**config.mk**
```make
export PLATFORM = sky130hd
export DESIGN_NAME = least_common_multiple
export DESIGN_NICKNAME = d
export VERILOG_FILES = /design/src/rtl/lcm_pkg.sv /design/src/rtl/lcm_datapath.sv /design/src/rtl/least_common_multiple.sv
export SDC_FILE = /design/constraint.sdc
export NUM_CORES = 1
export LEC_CHECK = 0
export BUFFER_PORTS_ARGS = -buffer_cell sky130_fd_sc_hd__buf_2
export CORE_MARGIN = 1.5
export CORE_UTILIZATION = 51
export CTS_CLUSTER_SIZE = 40
export DETAILED_ROUTE_END_ITERATION = 7
export GPL_TIMING_DRIVEN = 0
export PLACE_DENSITY_LB_ADDON = 0.3
export REMOVE_ABC_BUFFERS = 1
export SETUP_SLACK_MARGIN = 0.02
export SYNTH_ARGS = -nofsm -noshare
export SYNTH_HDL_FRONTEND = slang
export SYNTH_HIERARCHICAL = 1
export SYNTH_SLANG_ARGS = --single-unit
```
**constraint.sdc**
```tcl
create_clock -name clk -period 8.5 [get_ports clk]
set_input_delay 1.7 -clock clk [delete_from_list [all_inputs] [get_ports clk]]
set_output_delay 1.7 -clock clk [all_outputs]
set_load 0.005 [all_outputs]
```
**src/rtl/lcm_pkg.sv**
```systemverilog
`default_nettype none

package lcm_pkg;

    // Operand and result geometry
    localparam int OPERAND_WIDTH   = 27;
    localparam int PROD_WIDTH      = 2 * OPERAND_WIDTH;
    localparam int MULTIPLE_WIDTH  = 54;
    localparam int SHIFT_WIDTH     = $clog2(OPERAND_WIDTH);
    localparam int IN_TDATA_WIDTH  = ((2 * OPERAND_WIDTH + 7) / 8) * 8;
    localparam int OUT_TDATA_WIDTH = ((MULTIPLE_WIDTH + 7) / 8) * 8;

    // Microprogram geometry
    localparam int STEP_WIDTH = 4;

    localparam logic [STEP_WIDTH-1:0] STEP_IDLE     = 4'd0;
    localparam logic [STEP_WIDTH-1:0] STEP_CHECK    = 4'd1;
    localparam logic [STEP_WIDTH-1:0] STEP_TWOS     = 4'd2;
    localparam logic [STEP_WIDTH-1:0] STEP_X_ODD    = 4'd3;
    localparam logic [STEP_WIDTH-1:0] STEP_GCD      = 4'd4;
    localparam logic [STEP_WIDTH-1:0] STEP_SCALE    = 4'd5;
    localparam logic [STEP_WIDTH-1:0] STEP_DIV_INIT = 4'd6;
    localparam logic [STEP_WIDTH-1:0] STEP_DIV      = 4'd7;
    localparam logic [STEP_WIDTH-1:0] STEP_MUL_INIT = 4'd8;
    localparam logic [STEP_WIDTH-1:0] STEP_MUL      = 4'd9;
    localparam logic [STEP_WIDTH-1:0] STEP_OUT      = 4'd10;
    localparam logic [STEP_WIDTH-1:0] STEP_BACK     = 4'd11;

    // Datapath operations
    typedef enum logic [3:0] {
        OP_NOP,
        OP_LOAD,
        OP_HALVE_BOTH,
        OP_HALVE_X,
        OP_GCD_STEP,
        OP_SCALE_G,
        OP_DIV_INIT,
        OP_DIV_STEP,
        OP_MUL_INIT,
        OP_MUL_STEP,
        OP_PRESENT
    } op_t;

    // Jump conditions
    typedef enum logic [3:0] {
        C_NEVER,
        C_ALWAYS,
        C_NO_INPUT,
        C_ERR,
        C_BOTH_EVEN,
        C_X_EVEN,
        C_Y_NONZERO,
        C_CNT_NONZERO,
        C_OUT_BUSY
    } cond_t;

    typedef struct packed {
        op_t                   op;
        cond_t                 cond;
        logic [STEP_WIDTH-1:0] target;
    } ctrl_word_t;

    // Status flags from the datapath to the sequencer
    typedef struct packed {
        logic both_even;
        logic x_even;
        logic y_nonzero;
        logic cnt_nonzero;
        logic zero_error;
    } dp_status_t;

    // Control store: one word per step, jump taken when the condition holds
    function automatic ctrl_word_t rom_word(input logic [STEP_WIDTH-1:0] step);
        ctrl_word_t w;
        w = '{op: OP_NOP, cond: C_ALWAYS, target: STEP_IDLE};
        unique case (step)
            STEP_IDLE:     w = '{op: OP_LOAD,       cond: C_NO_INPUT,    target: STEP_IDLE};
            STEP_CHECK:    w = '{op: OP_NOP,        cond: C_ERR,         target: STEP_OUT};
            STEP_TWOS:     w = '{op: OP_HALVE_BOTH, cond: C_BOTH_EVEN,   target: STEP_TWOS};
            STEP_X_ODD:    w = '{op: OP_HALVE_X,    cond: C_X_EVEN,      target: STEP_X_ODD};
            STEP_GCD:      w = '{op: OP_GCD_STEP,   cond: C_Y_NONZERO,   target: STEP_GCD};
            STEP_SCALE:    w = '{op: OP_SCALE_G,    cond: C_NEVER,       target: STEP_IDLE};
            STEP_DIV_INIT: w = '{op: OP_DIV_INIT,   cond: C_NEVER,       target: STEP_IDLE};
            STEP_DIV:      w = '{op: OP_DIV_STEP,   cond: C_CNT_NONZERO, target: STEP_DIV};
            STEP_MUL_INIT: w = '{op: OP_MUL_INIT,   cond: C_NEVER,       target: STEP_IDLE};
            STEP_MUL:      w = '{op: OP_MUL_STEP,   cond: C_CNT_NONZERO, target: STEP_MUL};
            STEP_OUT:      w = '{op: OP_PRESENT,    cond: C_OUT_BUSY,    target: STEP_OUT};
            STEP_BACK:     w = '{op: OP_NOP,        cond: C_ALWAYS,      target: STEP_IDLE};
            default:       w = '{op: OP_NOP,        cond: C_ALWAYS,      target: STEP_IDLE};
        endcase
        return w;
    endfunction

endpackage

`default_nettype wire

```
**src/rtl/lcm_datapath.sv**
```systemverilog
`default_nettype none

module lcm_datapath (
    input  wire logic                                  clk,
    input  wire logic                                  rst_n,
    input  wire lcm_pkg::op_t                          op,
    input  wire logic [lcm_pkg::OPERAND_WIDTH-1:0]     first_operand,
    input  wire logic [lcm_pkg::OPERAND_WIDTH-1:0]     second_operand,
    output lcm_pkg::dp_status_t                        status,
    output logic      [lcm_pkg::MULTIPLE_WIDTH-1:0]    multiple
);

    localparam int OW = lcm_pkg::OPERAND_WIDTH;
    localparam int PW = lcm_pkg::PROD_WIDTH;
    localparam int SW = lcm_pkg::SHIFT_WIDTH;

    // Operands, GCD working pair, divider and multiplier registers
    logic [OW-1:0] a_reg, a_next;
    logic [OW-1:0] b_reg, b_next;
    logic [OW-1:0] x_reg, x_next;
    logic [OW-1:0] y_reg, y_next;
    logic [SW-1:0] k_reg, k_next;
    logic [OW-1:0] g_reg, g_next;
    logic [OW-1:0] rem_reg, rem_next;
    logic [OW-1:0] quot_reg, quot_next;
    logic [PW-1:0] prod_reg, prod_next;
    logic [SW-1:0] cnt_reg, cnt_next;
    logic          err_reg, err_next;

    logic [OW:0]   trial;
    logic [OW:0]   trial_diff;
    logic          x_gt_y;

    assign trial      = {rem_reg, quot_reg[OW-1]};
    assign trial_diff = trial - {1'b0, g_reg};
    assign x_gt_y     = x_reg > y_reg;

    // Status to the sequencer
    assign status.both_even   = !x_reg[0] && !y_reg[0];
    assign status.x_even      = !x_reg[0];
    assign status.y_nonzero   = y_reg != '0;
    assign status.cnt_nonzero = cnt_reg != '0;
    assign status.zero_error  = err_reg;

    assign multiple = err_reg ? '0 : lcm_pkg::MULTIPLE_WIDTH'(prod_reg);

    // Operation decode
    always_comb
    begin
        a_next    = a_reg;
        b_next    = b_reg;
        x_next    = x_reg;
        y_next    = y_reg;
        k_next    = k_reg;
        g_next    = g_reg;
        rem_next  = rem_reg;
        quot_next = quot_reg;
        prod_next = prod_reg;
        cnt_next  = cnt_reg;
        err_next  = err_reg;
        unique case (op)
            lcm_pkg::OP_LOAD:
            begin
                a_next   = first_operand;
                b_next   = second_operand;
                x_next   = first_operand;
                y_next   = second_operand;
                k_next   = '0;
                err_next = (first_operand == '0) || (second_operand == '0);
            end
            lcm_pkg::OP_HALVE_BOTH:
            begin
                // strip common factors of two, counting them
                if (!x_reg[0] && !y_reg[0])
                begin
                    x_next = x_reg >> 1;
                    y_next = y_reg >> 1;
                    k_next = k_reg + 1'b1;
                end
            end
            lcm_pkg::OP_HALVE_X:
            begin
                if (!x_reg[0])
                    x_next = x_reg >> 1;
            end
            lcm_pkg::OP_GCD_STEP:
            begin
                // x stays odd; y is halved, or y takes the difference and x the smaller value
                if (y_reg != '0)
                begin
                    if (!y_reg[0])
                        y_next = y_reg >> 1;
                    else if (x_gt_y)
                    begin
                        x_next = y_reg;
                        y_next = x_reg - y_reg;
                    end
                    else
                        y_next = y_reg - x_reg;
                end
            end
            lcm_pkg::OP_SCALE_G:
                g_next = x_reg << k_reg;
            lcm_pkg::OP_DIV_INIT:
            begin
                rem_next  = '0;
                quot_next = a_reg;
                cnt_next  = SW'(OW - 1);
            end
            lcm_pkg::OP_DIV_STEP:
            begin
                // restoring division, one quotient bit per step
                if (!trial_diff[OW])
                begin
                    rem_next  = trial_diff[OW-1:0];
                    quot_next = {quot_reg[OW-2:0], 1'b1};
                end
                else
                begin
                    rem_next  = trial[OW-1:0];
                    quot_next = {quot_reg[OW-2:0], 1'b0};
                end
                cnt_next = cnt_reg - 1'b1;
            end
            lcm_pkg::OP_MUL_INIT:
            begin
                prod_next = '0;
                cnt_next  = SW'(OW - 1);
            end
            lcm_pkg::OP_MUL_STEP:
            begin
                // shift-add from the top bit of the quotient
                prod_next = {prod_reg[PW-2:0], 1'b0}
                          + (quot_reg[OW-1] ? PW'(b_reg) : PW'(0));
                quot_next = {quot_reg[OW-2:0], 1'b0};
                cnt_next  = cnt_reg - 1'b1;
            end
            default:
            begin
            end
        endcase
    end

    // Control registers
    always_ff @(posedge clk or negedge rst_n)
    begin
        if (!rst_n)
        begin
            cnt_reg <= '0;
            err_reg <= 1'b0;
        end
        else
        begin
            cnt_reg <= cnt_next;
            err_reg <= err_next;
        end
    end

    // Payload registers
    always_ff @(posedge clk)
    begin
        a_reg    <= a_next;
        b_reg    <= b_next;
        x_reg    <= x_next;
        y_reg    <= y_next;
        k_reg    <= k_next;
        g_reg    <= g_next;
        rem_reg  <= rem_next;
        quot_reg <= quot_next;
        prod_reg <= prod_next;
    end

endmodule

`default_nettype wire

```
**src/rtl/least_common_multiple.sv**
```systemverilog
// Least common multiple of two unsigned operands.
// Input channel s_*: one item per operand pair, accepted when s_tvalid and
// s_tready are both high. s_tready is high only while the sequencer sits at
// its idle step, so one item is in work at a time.
// Output channel m_*: one item per input item, m_tdata carries the LCM and
// m_tuser the zero-operand flag (the LCM then reads zero).
// Sequence: a microcoded sequencer steps a binary GCD loop (one halving or
// subtract per cycle), a 27-step restoring divide of the first operand by the
// GCD, and a 27-step shift-add multiply by the second operand. An item with a
// zero operand skips from the check step straight to the output step.
// After the result is loaded, the sequencer passes its back step and returns
// to idle, where the next item is accepted.
// Stall: the result sits in an output register; if it is still held when the
// next result is ready, the sequencer waits at its output step.
// Reset: rst_n clears the step counter and the output valid; the block then
// waits at idle with no item pending.
`default_nettype none

module least_common_multiple (
    input  wire logic                                   clk,
    input  wire logic                                   rst_n,
    input  wire logic                                   s_tvalid,
    output logic                                        s_tready,
    // first_operand [26:0], second_operand [53:27], zero fill above
    input  wire logic [lcm_pkg::IN_TDATA_WIDTH-1:0]     s_tdata,
    output logic                                        m_tvalid,
    input  wire logic                                   m_tready,
    // multiple [53:0], zero fill above
    output logic      [lcm_pkg::OUT_TDATA_WIDTH-1:0]    m_tdata,
    // zero_error [0]
    output logic                                        m_tuser
);

    localparam int OW = lcm_pkg::OPERAND_WIDTH;

    logic [lcm_pkg::STEP_WIDTH-1:0] step_reg, step_next;
    lcm_pkg::ctrl_word_t            word;
    lcm_pkg::op_t                   dp_op;
    lcm_pkg::dp_status_t            status;
    logic [lcm_pkg::MULTIPLE_WIDTH-1:0] multiple;
    logic                           out_busy;
    logic                           out_load;
    logic                           cond_true;

    logic                                 m_tvalid_reg, m_tvalid_next;
    logic [lcm_pkg::MULTIPLE_WIDTH-1:0]   mult_reg;
    logic                                 err_out_reg;

    assign word     = lcm_pkg::rom_word(step_reg);
    assign out_busy = m_tvalid_reg && !m_tready;
    assign out_load = (word.op == lcm_pkg::OP_PRESENT) && !out_busy;
    assign s_tready = step_reg == lcm_pkg::STEP_IDLE;

    // Jump condition select
    always_comb
    begin
        case (word.cond)
            lcm_pkg::C_NEVER:       cond_true = 1'b0;
            lcm_pkg::C_ALWAYS:      cond_true = 1'b1;
            lcm_pkg::C_NO_INPUT:    cond_true = !s_tvalid;
            lcm_pkg::C_ERR:         cond_true = status.zero_error;
            lcm_pkg::C_BOTH_EVEN:   cond_true = status.both_even;
            lcm_pkg::C_X_EVEN:      cond_true = status.x_even;
            lcm_pkg::C_Y_NONZERO:   cond_true = status.y_nonzero;
            lcm_pkg::C_CNT_NONZERO: cond_true = status.cnt_nonzero;
            lcm_pkg::C_OUT_BUSY:    cond_true = out_busy;
            default:                cond_true = 1'b0;
        endcase
    end

    // Step counter with conditional jump
    assign step_next = cond_true ? word.target : step_reg + 1'b1;

    // Gate operations that wait on a handshake
    always_comb
    begin
        dp_op = word.op;
        if ((word.op == lcm_pkg::OP_LOAD) && !s_tvalid)
            dp_op = lcm_pkg::OP_NOP;
        else if (word.op == lcm_pkg::OP_PRESENT)
            dp_op = lcm_pkg::OP_NOP;
    end

    lcm_datapath u_datapath (
        .clk            (clk),
        .rst_n          (rst_n),
        .op             (dp_op),
        .first_operand  (s_tdata[OW-1:0]),
        .second_operand (s_tdata[2*OW-1:OW]),
        .status         (status),
        .multiple       (multiple)
    );

    // Output register valid
    always_comb
    begin
        m_tvalid_next = m_tvalid_reg;
        if (out_load)
            m_tvalid_next = 1'b1;
        else if (m_tready)
            m_tvalid_next = 1'b0;
    end

    always_ff @(posedge clk or negedge rst_n)
    begin
        if (!rst_n)
        begin
            step_reg     <= lcm_pkg::STEP_IDLE;
            m_tvalid_reg <= 1'b0;
        end
        else
        begin
            step_reg     <= step_next;
            m_tvalid_reg <= m_tvalid_next;
        end
    end

    // Output payload
    always_ff @(posedge clk)
    begin
        if (out_load)
        begin
            mult_reg    <= multiple;
            err_out_reg <= status.zero_error;
        end
    end

    assign m_tvalid = m_tvalid_reg;
    assign m_tdata  = lcm_pkg::OUT_TDATA_WIDTH'(mult_reg);
    assign m_tuser  = err_out_reg;

`ifndef SYNTHESIS
    // An accepted item moves the sequencer off the idle step
    a_accept_leaves_idle: assert property (@(posedge clk) disable iff (!rst_n)
        s_tvalid && s_tready |=> !s_tready)
        else $error("sequencer stayed idle after accepting an item");

    // A flagged result carries a zero multiple
    a_error_zero: assert property (@(posedge clk) disable iff (!rst_n)
        m_tvalid && m_tuser |-> m_tdata == '0)
        else $error("zero_error result with nonzero multiple");

    // The LCM of two nonzero operands is nonzero
    a_valid_nonzero: assert property (@(posedge clk) disable iff (!rst_n)
        m_tvalid && !m_tuser |-> m_tdata != '0)
        else $error("zero multiple without zero_error");

    // A result is never loaded over one still held by the receiver
    a_no_overwrite: assert property (@(posedge clk) disable iff (!rst_n)
        out_busy |-> !out_load)
        else $error("output register overwritten while stalled");
`endif

endmodule

`default_nettype wire

```
==> reports/results.tsv <==
stage	metric	value	unit
die	die_h	202	um
clock_network	cts_max_path_buffers	3	
clock_network	numCtsBuffers	35	
sta	final_hold_viol_count	0	
logic_synthesis	synth_compound_area_frac	0.164	
routing	first_pass_iters	8	
clock_network	cts.clk_slew.worst_paths	0.06	ns
routing	dr.first_iter.drc_count	1861	
clock_network	postCtsHoldBufs	0	
logic_synthesis	synth-seq-cells	314	
logic_synthesis	syn_area_per_cell	10.3	sq um
pwr	powerDensity	144	mW/mm^2
place	place_hpwl	40300	um
logic_synthesis	ys.flop_type	edfxtp_1	
logic_synthesis	synthArstFlopShare	0.0350	
sta	fin_skew	0.0256	ns
die	num_rows	72	
routing	topRoutingLayerUsed	met4	
worst_setup_path	rr_worst_depth	11	
pwr	p_leak	0.00906	uW
sta	fin_crit_sh	0.583	
clock_network	cts_num_sinks	314	
sta	fin_crit	4.96	ns
worst_setup_path	path_class	reg2reg	
grt	antenna_found_initial	0	
clock_network	cts_resized	0	
clock_network	clkLatencyLatePin	0.56	ns
grt	grt-ovfl-total	0	
worst_setup_path	crit_required	8.65	ns
worst_setup_path	reg2reg_from	u_datapath/x_reg[16]	
routing	routed_wl	54400	um
clock_network	cts_tree	done	
worst_setup_path	cp_num_buf_inv	2	
logic_synthesis	synthAdderAreaFrac	0.0766	
worst_setup_path	crit_path_max_fanout	26	
clock_network	post_cts_buffers	0	
pwr	finalPower	3230	uW
finish	layout-drive-gt1-share	0.135	
grt	grt_max_degree	48	
logic_synthesis	synth_top_family_by_area	compound AO/OA/AOI/OAI gates	
hold_path	hold_class	reg2reg	
sta	hold_ws	0.531	ns
sta	fin_ws	3.54	ns
sta	fin_tns_setup	0	ns
routing	vias_per_cell	6.13	
grt	grt_use_total	0.264	
flow_run	drv_cap	0	
worst_setup_path	r2r_end	u_datapath/x_reg[3]	
logic_synthesis	syn_inst	1959	
logic_synthesis	syn_area	0.0201	sq mm
worst_setup_path	startpoint	u_datapath/x_reg[16]	
sta	slew_headroom	0.0845	
logic_synthesis	yosys_warnings	6	
logic_synthesis	synth.distinct_cells	94	
place	post-place-ws	3.43	ns
worst_setup_path	slowest_stage	o21a_1	
routing	ant_nets	0	
logic_synthesis	synth_mux_area_frac	0.0516	
logic_synthesis	synthSimpleGateAreaFrac	0.151	
worst_setup_path	critPathLaunchType	register	
place	place.gp.congestion	0.977	
finish	finish.instance_area	0.0224	sq mm
run_status	run_status	finished with violations	
hold_path	hold_depth	1	
grt	grt_pass1_vias	14946	
sta	finalMaxSlewViolations	0	
run_status	violations	DRC	
sta	max_freq	202	MHz
worst_setup_path	endpoint	u_datapath/x_reg[3]	
worst_setup_path	arrival	5.10	ns
pwr	vdd_drop_max	115	uV
place	postPlaceCellArea	0.0213	sq mm
finish	nets	2213	
logic_synthesis	synthXorXnorAreaFrac	0.0413	
worst_setup_path	end_kind	register	
finish	area_growth	11.4	%
die	io_pins	119	
routing	route.detailed.drc	7	
worst_setup_path	r2r_slack	3.54	ns
grt	grt_pass1_wl	83700	um
finish	nFillCells	3248	
die	start_util	0.519	
worst_setup_path	cp_common_cell	o21ai_0	
finish	diodes	0	
worst_setup_path	slowest_delay	1.02	ns
worst_setup_path	path_depth	11	
sta	setup_viol_count_final	0	
routing	routed-via-count	15781	
place	port_buffers	114	
routing	routedWlPerCell	21.1	um
routing	met2_wirelength	24000	um
die	design.die.area	0.0407	sq mm
clock_network	ctsRootBufferMaster	clkbuf_16	
die	core-area	0.0388	sq mm
routing	drt-met1-wl	23400	um
routing	wl_met3	4620	um
sta	tightestPinTransition	1.37	ns
clock_network	htree_levels	2	
die	fp.dieW	202	um
logic_synthesis	ys_seq_area_frac	0.465	
logic_synthesis	synth-edff-count	303	
worst_setup_path	crit_chain	inv_1 > ha_1 > a21oi_1 > o22ai_1 > o21ai_0 > o21ai_0 > o21bai_4 > inv_2 > nand2_1 > a221oi_1 > o21a_1	
sta	rsz0062_at_grt	no	
worst_setup_path	cpLargestDelayFamily	compound AO/OA/AOI/OAI gates	
==> through the flow <==
step / util / instances
5_1_grt: 0.578 / 2575
4_1_cts: 0.577 / 2573
6_report: 0.578 / 2575
3_3_place_gp: 0.539 / 2495
2_1_floorplan: - / 1863
3_5_place_dp: 0.548 / 2511
==> logic make-up after synthesis <==
| group | Yosys count |
|---|---|
| and+or+nand+nor | 603 |
| AOI/OAI and AO/OA | 500 |
| DFF | 314 |
| buffers and inverters | 248 |
| muxes | 77 |
| xor gates and xnor gates | 95 |
| adders and majority gates | 121 |
| other | 1 |
==> cells in the mapped netlist (7+ instances only) <==
master,n,area share
edfxtp_1,303,0.45
xnor2_1,69,0.030
o21bai_1,12,0.0045
nor2b_1,69,0.021
o21a_1,14,0.0052
o211ai_1,12,0.0045
a21o_1,52,0.019
nor3_1,28,0.0070
o21ai_0,120,0.030
nand3_1,55,0.014
nand2b_1,16,0.0050
xor2_1,26,0.011
nor4_1,22,0.0068
a22oi_1,27,0.010
and3_1,22,0.0068
nor2_1,137,0.026
nand4_1,16,0.0050
buf_2,25,0.0062
mux2i_1,27,0.013
buf_1,7,0.0013
or3_1,15,0.0047
clkbuf_1,57,0.011
o31ai_1,9,0.0034
ha_1,117,0.073
nor3b_1,16,0.0060
mux2_2,28,0.016
nand2_1,139,0.026
dfrtp_1,11,0.014
a21oi_1,123,0.031
a211oi_1,20,0.0075
a31oi_1,13,0.0040
inv_1,147,0.027
and2_1,40,0.012
o22ai_1,10,0.0031
a222oi_1,25,0.012
mux4_2,17,0.019
==> placed cells by master (no fill, tap or decap), types with 40 or more instances in the layout <==
cell and instances:
nand2_1 138, a21oi_1 121, a21o_1 52, ha_1 117, edfxtp_1 303, buf_2 114, inv_1 146, o21ai_0 120
nor2b_1 68, nand3_1 55, and2_1 40, nor2_1 134, xnor2_1 69
==> layout make-up <==
| type | instances | area (sq um) | area share |
|---|---|---|---|
| Sequential cell | 314 | 9380 | 0.418 |
| Multi-Input combinational cell | 1398 | 9840 | 0.439 |
| Clock buffer | 41 | 920 | 0.0410 |
| Timing Repair Buffer | 132 | 883 | 0.0394 |
| Clock inverter | 21 | 206 | 0.00920 |
| Inverter | 151 | 567 | 0.0253 |
| Tap cell | 518 | 648 | 0.0289 |
==> report_power, final <==
group | leakage (uW) | internal, uW | switching, uW
logic | 0.00552 | 19.7 | 38.1
clock network | 0.000532 | 872 | 625
registers | 0.00300 | 1680 | 0.0000000000000107
==> how the worst min path moves through the flow <==
stage                                      start                     end  slack (ns)
after floorplan            u_datapath/cnt_reg[0]   u_datapath/cnt_reg[0]        0.48
after global placement     u_datapath/cnt_reg[0]   u_datapath/cnt_reg[0]        0.50
after detailed placement   u_datapath/cnt_reg[3]   u_datapath/cnt_reg[3]        0.52
after CTS                  u_datapath/cnt_reg[3]   u_datapath/cnt_reg[3]        0.53
after global routing      u_datapath/quot_reg[1]  u_datapath/quot_reg[2]        0.56
final                      u_datapath/cnt_reg[3]   u_datapath/cnt_reg[3]        0.53
==> layer usage <==
layer | vias up | track usage
li1 | 7358 | -
met1 | 7575 | 0.367
met2 | 734 | 0.407
met3 | 114 | 0.0509
met4 | 0 | 0.110
met5 | - | 0
==> worst reg2reg max path: cells and delay by family, from the launching register on <==
kind,cells,cell delay (ns)
flops,1,0.49
compound gates,7,2.87
buf+inv,2,0.53
fa+ha+maj,1,0.55
simple gates,1,0.11
Power figures use the tool's default switching activity.
